File: config.mk
export PLATFORM = sky130hd
export DESIGN_NAME = ezrm_cordic_cell
export DESIGN_NICKNAME = d
export VERILOG_FILES = /design/src/rtl/core/ezrm_pkg.sv /design/src/rtl/core/ezrm_cordic_cell.sv
export SDC_FILE = /design/constraint.sdc
export NUM_CORES = 1
export LEC_CHECK = 0
export ABC_CLOCK_PERIOD_IN_PS = 8500
export BUFFER_PORTS_ARGS = -buffer_cell sky130_fd_sc_hd__buf_2
export CORE_MARGIN = 2
export CORE_UTILIZATION = 30
export CTS_CLUSTER_DIAMETER = 150
export CTS_CLUSTER_SIZE = 28
export DETAILED_ROUTE_END_ITERATION = 6
export MAX_ROUTING_LAYER = met4
export SLEW_MARGIN = 20
export SYNTH_ARGS = -nofsm -noshare
export SYNTH_HDL_FRONTEND = slang
export SYNTH_SLANG_ARGS = --single-unit
export TNS_END_PERCENT = 1
File: constraint.sdc
create_clock -name clk -period 8.5 [get_ports clk]
set_input_delay 0.425 -clock clk [delete_from_list [all_inputs] [get_ports clk]]
set_output_delay 0.425 -clock clk [all_outputs]
set_load 0.02 [all_outputs]
File: src/rtl/core/ezrm_pkg.sv
// ----------------------------------------------------------------------------
// ezrm_pkg
// Shared types and constants for the z-x-z Euler angle rotation matrix block.
// ----------------------------------------------------------------------------
package ezrm_pkg;

  localparam int CORDIC_FRAC = 30;
  localparam int TURN_BITS   = 32;
  localparam int XW          = 33;
  localparam int ZW          = 33;
  localparam int NUM_LANES   = 3;
  localparam int LANE_PHI    = 0;
  localparam int LANE_THETA  = 1;
  localparam int LANE_PSI    = 2;
  localparam int FIELD_W     = 16;
  localparam int ELEM_W      = 16;
  localparam int NUM_ELEM    = 9;
  localparam int MAX_STAGES  = 32;

  localparam logic signed [XW-1:0] CORDIC_GAIN = 33'sd652032874;

  localparam logic [1:0] QUAD_0 = 2'd0;
  localparam logic [1:0] QUAD_1 = 2'd1;
  localparam logic [1:0] QUAD_2 = 2'd2;
  localparam logic [1:0] QUAD_3 = 2'd3;

  // arctan(2^-i) in 2^32-per-turn units
  localparam logic [31:0] ATAN_TURN [MAX_STAGES] = '{
    32'd536870912, 32'd316933406, 32'd167458907, 32'd85004756,
    32'd42667331,  32'd21354465,  32'd10679838,  32'd5340245,
    32'd2670163,   32'd1335087,   32'd667544,    32'd333772,
    32'd166886,    32'd83443,     32'd41722,     32'd20861,
    32'd10430,     32'd5215,      32'd2608,      32'd1304,
    32'd652,       32'd326,       32'd163,       32'd81,
    32'd41,        32'd20,        32'd10,        32'd5,
    32'd3,         32'd1,         32'd1,         32'd0
  };

  typedef struct packed {
    logic [1:0]             quad;
    logic signed [XW-1:0]   x;
    logic signed [XW-1:0]   y;
    logic signed [ZW-1:0]   z;
  } lane_t;

endpackage

File: src/rtl/core/ezrm_cordic_cell.sv
// ----------------------------------------------------------------------------
// ezrm_cordic_cell
// One rotation-mode CORDIC micro-rotation for the three angle lanes.
// ----------------------------------------------------------------------------
module ezrm_cordic_cell #(
  parameter int SHIFT = 0
) (
  input  logic            clk,
  input  logic            rst,
  input  logic            in_valid,
  output logic            in_ready,
  input  ezrm_pkg::lane_t in_lane [ezrm_pkg::NUM_LANES],
  output logic            out_valid,
  input  logic            out_ready,
  output ezrm_pkg::lane_t out_lane [ezrm_pkg::NUM_LANES]
);

  localparam int XW = ezrm_pkg::XW;
  localparam int ZW = ezrm_pkg::ZW;
  localparam int NL = ezrm_pkg::NUM_LANES;
  localparam logic signed [ZW-1:0] ANGLE_STEP = ZW'(ezrm_pkg::ATAN_TURN[SHIFT]);

  logic signed [XW-1:0] dx [NL];
  logic signed [XW-1:0] dy [NL];
  ezrm_pkg::lane_t      lane_next [NL];

  always_comb begin
    for (int k = 0; k < NL; k++) begin
      dx[k] = $signed(in_lane[k].y) >>> SHIFT;
      dy[k] = $signed(in_lane[k].x) >>> SHIFT;
      lane_next[k].quad = in_lane[k].quad;
      if (!in_lane[k].z[ZW-1]) begin
        lane_next[k].x = $signed(in_lane[k].x) - dx[k];
        lane_next[k].y = $signed(in_lane[k].y) + dy[k];
        lane_next[k].z = $signed(in_lane[k].z) - ANGLE_STEP;
      end else begin
        lane_next[k].x = $signed(in_lane[k].x) + dx[k];
        lane_next[k].y = $signed(in_lane[k].y) - dy[k];
        lane_next[k].z = $signed(in_lane[k].z) + ANGLE_STEP;
      end
    end
  end

  assign in_ready = !out_valid || out_ready;

  always_ff @(posedge clk) begin
    if (rst) begin
      out_valid <= 1'b0;
    end else if (in_ready) begin
      out_valid <= in_valid;
    end
  end

  always_ff @(posedge clk) begin
    if (in_ready) begin
      out_lane <= lane_next;
    end
  end

endmodule

==> impl_metrics.env <==
export IMPL_dp_hpwl_um=73800
export IMPL_die_height_um=298
export IMPL_period_share=0.400
export IMPL_status="complete, no violations"
export IMPL_cts_buffers=15
export IMPL_critical_path_max_stage_delay_ns=0.58
export IMPL_synth_main_ff_cell="edfxtp_1"
export IMPL_ctsLongestPathBuffers=3
export IMPL_synth_cells=2908
export IMPL_grtUsageTotal=0.205
export IMPL_ctsHtreeMaxLevel=1
export IMPL_cp_max_fo=13
export IMPL_synth_top_area_cell="edfxtp_1"
export IMPL_min_from="in_lane[27]"
export IMPL_post_cts_setup_buffer_count=0
export IMPL_maxCapViolCount=0
export IMPL_die_w_um=298
export IMPL_drc=0
export IMPL_synth_top_family_by_area="compound AO/OA/AOI/OAI gates"
export IMPL_rsz0062_at_grt="no"
export IMPL_finalSetupTns_ns=0
export IMPL_synth_seq_cells=301
export IMPL_routed_wl_um=93000
export IMPL_synth_compound_gate_area_share=0.234
export IMPL_crit_slowest_cell="ha_1"
export IMPL_rows=107
export IMPL_finalClockSkew_ns=0.0162
export IMPL_cts_tree="yes"
export IMPL_powerDensity_nw_per_um2=162
export IMPL_syn_nets=3521
export IMPL_final_net_count=4107
export IMPL_ys_seq_area_frac=0.349
export IMPL_hold_path_class="primary input to flop"
export IMPL_gr_total_overflow=0
export IMPL_path_depth=12
export IMPL_netlist_area_leader_share=0.348
export IMPL_r2r_cells=3
export IMPL_worst_slew_pin_slew_ns=0.925
export IMPL_utilization=0.366
export IMPL_yosys_area_share_adder=0.151
export IMPL_port_buffers=611
export IMPL_synthXorXnorAreaFrac=0.0633
export IMPL_ios=612
export IMPL_rr_endpoint="out_lane[130]$_DFFE_PP_"
export IMPL_drive_above_1_share=0.198
export IMPL_worstSetupStartpoint="in_lane[39]"
export IMPL_ys_types=80
export IMPL_async_flop_share=0
export IMPL_synth_simple_area_share=0.124
export IMPL_synth_edff_count=300
export IMPL_r2r_start="out_valid$_SDFFE_PP0P_"
export IMPL_power_total_w=0.00506
export IMPL_fmax_ghz=0.294
export IMPL_routedWlPerCell_um=20.0
export IMPL_cp_data_required_time_ns=8.81
export IMPL_die_area_sq_um=88600
export IMPL_period_minus_slack_ns=3.40
export IMPL_vias_per_cell=5.23
export IMPL_vdd_ir_drop_max_v=0.000104
export IMPL_insertion_delay_ns=0.56
export IMPL_cp_cell_sequence="buf_2 > inv_1 > ha_1 > and3_1 > a221o_1 > a21oi_1 > and2_1 > o2111a_1 > o31ai_1 > a41oi_1 > a221oi_1 > xor2_1"
export IMPL_dr_pass1_iters=6
export IMPL_crit_path_end="out_lane[64]$_DFFE_PP_"
export IMPL_leakagePower_nw=13.9
export IMPL_max_slew_margin_rel=0.384
export IMPL_critPathCaptureType="flop"
export IMPL_hold_viol=0
export IMPL_syn_area_sq_um=25900
export IMPL_gp_congestion=0.972
export IMPL_first_global_vias=23500
export IMPL_area_delta_synth_final_pct=20.7
export IMPL_cts_sinks=301
export IMPL_via_count=24300
export IMPL_yosys_mux_area_fraction=0.0140
export IMPL_yosys_warnings=0
export IMPL_grt_max_degree=134
export IMPL_worstPathArrival_ns=3.71
export IMPL_slew_viol_final=0
export IMPL_initial_core_util=0.303
export IMPL_clk_pin_slew_ns=0.11
export IMPL_startpoint_type="primary input"
export IMPL_setup_viol=0
export IMPL_grt_pass1_wl_um=140000
export IMPL_clockRootBuffer="clkbuf_16"
export IMPL_synthTopCellsByArea="edfxtp_1 35%, ha_1 14%, a21oi_1 6.6%"
export IMPL_ant_nets=0
export IMPL_drt_initial_drc_count=1971
export IMPL_antenna_found_initial=13
export IMPL_path_buf_inv=2
export IMPL_setup_worst_path_class="primary input to flop"
export IMPL_rrSetupSlack_ns=5.60
export IMPL_avgSynthCellArea_sq_um=8.90
export IMPL_crit_family="compound AO/OA/AOI/OAI gates"
export IMPL_core_sq_um=85300
[flip-flops by register name (all words and copies together) (netlist names)]
register / count
out_lane: 300
out_valid: 1
[layout make-up]
cell class / count / area, sq um
clock buffer: 15 / 375
timing repair buffer: 703 / 3970
clock inverter: 6 / 78.8
inverter: 304 / 1140
antenna: 11 / 27.5
tap: 1144 / 1430
sequential: 301 / 9030
fill: 8831 / 54000
multi-input combinational: 2169 / 15200
[per-layer routing]
metal  vias to the layer above  part of all wire  GRT usage
met3                       148             0.074     0.0336
li1                      11600                 -          -
met1                     11500              0.43      0.261
met2                      1091              0.47      0.332
met4                         0             0.032     0.0618
met5                         -                 0          -
[layout by cell type, fill, tap and decap left out, types with 67 or more instances in the layout]
cell and count:
a21oi_1 343, buf_2 610, dlygate4sd3_1 83, edfxtp_1 300
ha_1 294, inv_1 271, nand2_1 153, nor2_1 212
nor3_1 67, o21ai_0 135, o21ai_1 67, o21bai_1 76
xnor2_1 152
[worst min path at each step]
| stage | to | slack (ns) | cells after the start |
|---|---|---|---|
| 2_1_floorplan | out_valid$_SDFFE_PP0P_ | 0.49 | 1 |
| 3_3_place_gp | out_valid$_SDFFE_PP0P_ | 0.59 | 2 |
| 3_5_place_dp | out_valid$_SDFFE_PP0P_ | 0.59 | 2 |
| 4_1_cts | out_lane[214]$_DFFE_PP_ | 0.0008 | 1 |
| 5_1_grt | out_lane[214]$_DFFE_PP_ | 0.0009 | 1 |
| 6_report | out_lane[27]$_DFFE_PP_ | 0.05 | 1 |
[synth_stat cells, types with 8 or more instances]
cell type    n
a211o_1     11
inv_2       30
nand2b_1    35
o211ai_1    22
a31oi_1     22
or3_1       14
a21oi_1    343
nand4_1     23
xor2_1      35
clkbuf_1    85
nor2b_1     39
buf_2       16
a311oi_1    12
a211oi_1    38
buf_1       29
xnor2_1    152
o21ai_0    135
edfxtp_1   300
o2111ai_1    8
nand3_1     43
mux2i_1     34
and2_1      17
o31ai_1     31
nor3_1      67
o21ai_1     67
nor2_1     212
a21o_1      65
o21a_1      27
o22ai_1      8
and3_1      15
or2_2        9
inv_1      271
nor4_1      27
a221oi_1    14
o21bai_1    76
nand2_1    153
fa_1        12
ha_1       294
[what timing repair did]
action                                 4_1_cts  5_1_grt
gates resized for setup                      0        0
endpoints found under the hold margin       81        2
hold buffers                                81        2
[logic make-up after synthesis]
family / after synthesis
muxes: 36
buffers and inverters: 438
adders and majority gates: 306
and+or+nand+nor: 675
DFF: 301
AOI/OAI and AO/OA: 965
xor gates and xnor gates: 187
[per-stage QoR]
stage / cells / worst slack, ns / hold slack [ns] / area [sq um]
2_1_floorplan: 2908 / 3.68 / 0.494 / 25900
3_3_place_gp: 4538 / 4.58 / 0.586 / 29900
3_5_place_dp: 4538 / 4.62 / 0.589 / 29900
4_1_cts: 4640 / 5.24 / 0.000790 / 31200
5_1_grt: 4652 / 4.92 / 0.000899 / 31200
6_report: 4653 / 5.10 / 0.0466 / 31200
[worst register-to-register path: cells and delay by family, from the launching register on]
kind | cells | cell delay (ns)
buffers and inverters | 2 | 1.65
and+or+nand+nor | 1 | 0.47
DFF | 1 | 0.35
[power by group]
part | switching (W) | total, W | internal (W) | leakage, nW
combinational | 0.00140 | 0.00213 | 0.000726 | 10.6
clock | 0.000524 | 0.000888 | 0.000364 | 0.223
sequential | 0.0000900 | 0.00204 | 0.00195 | 3.12
Note: power is estimated with default switching activity, not from simulation.
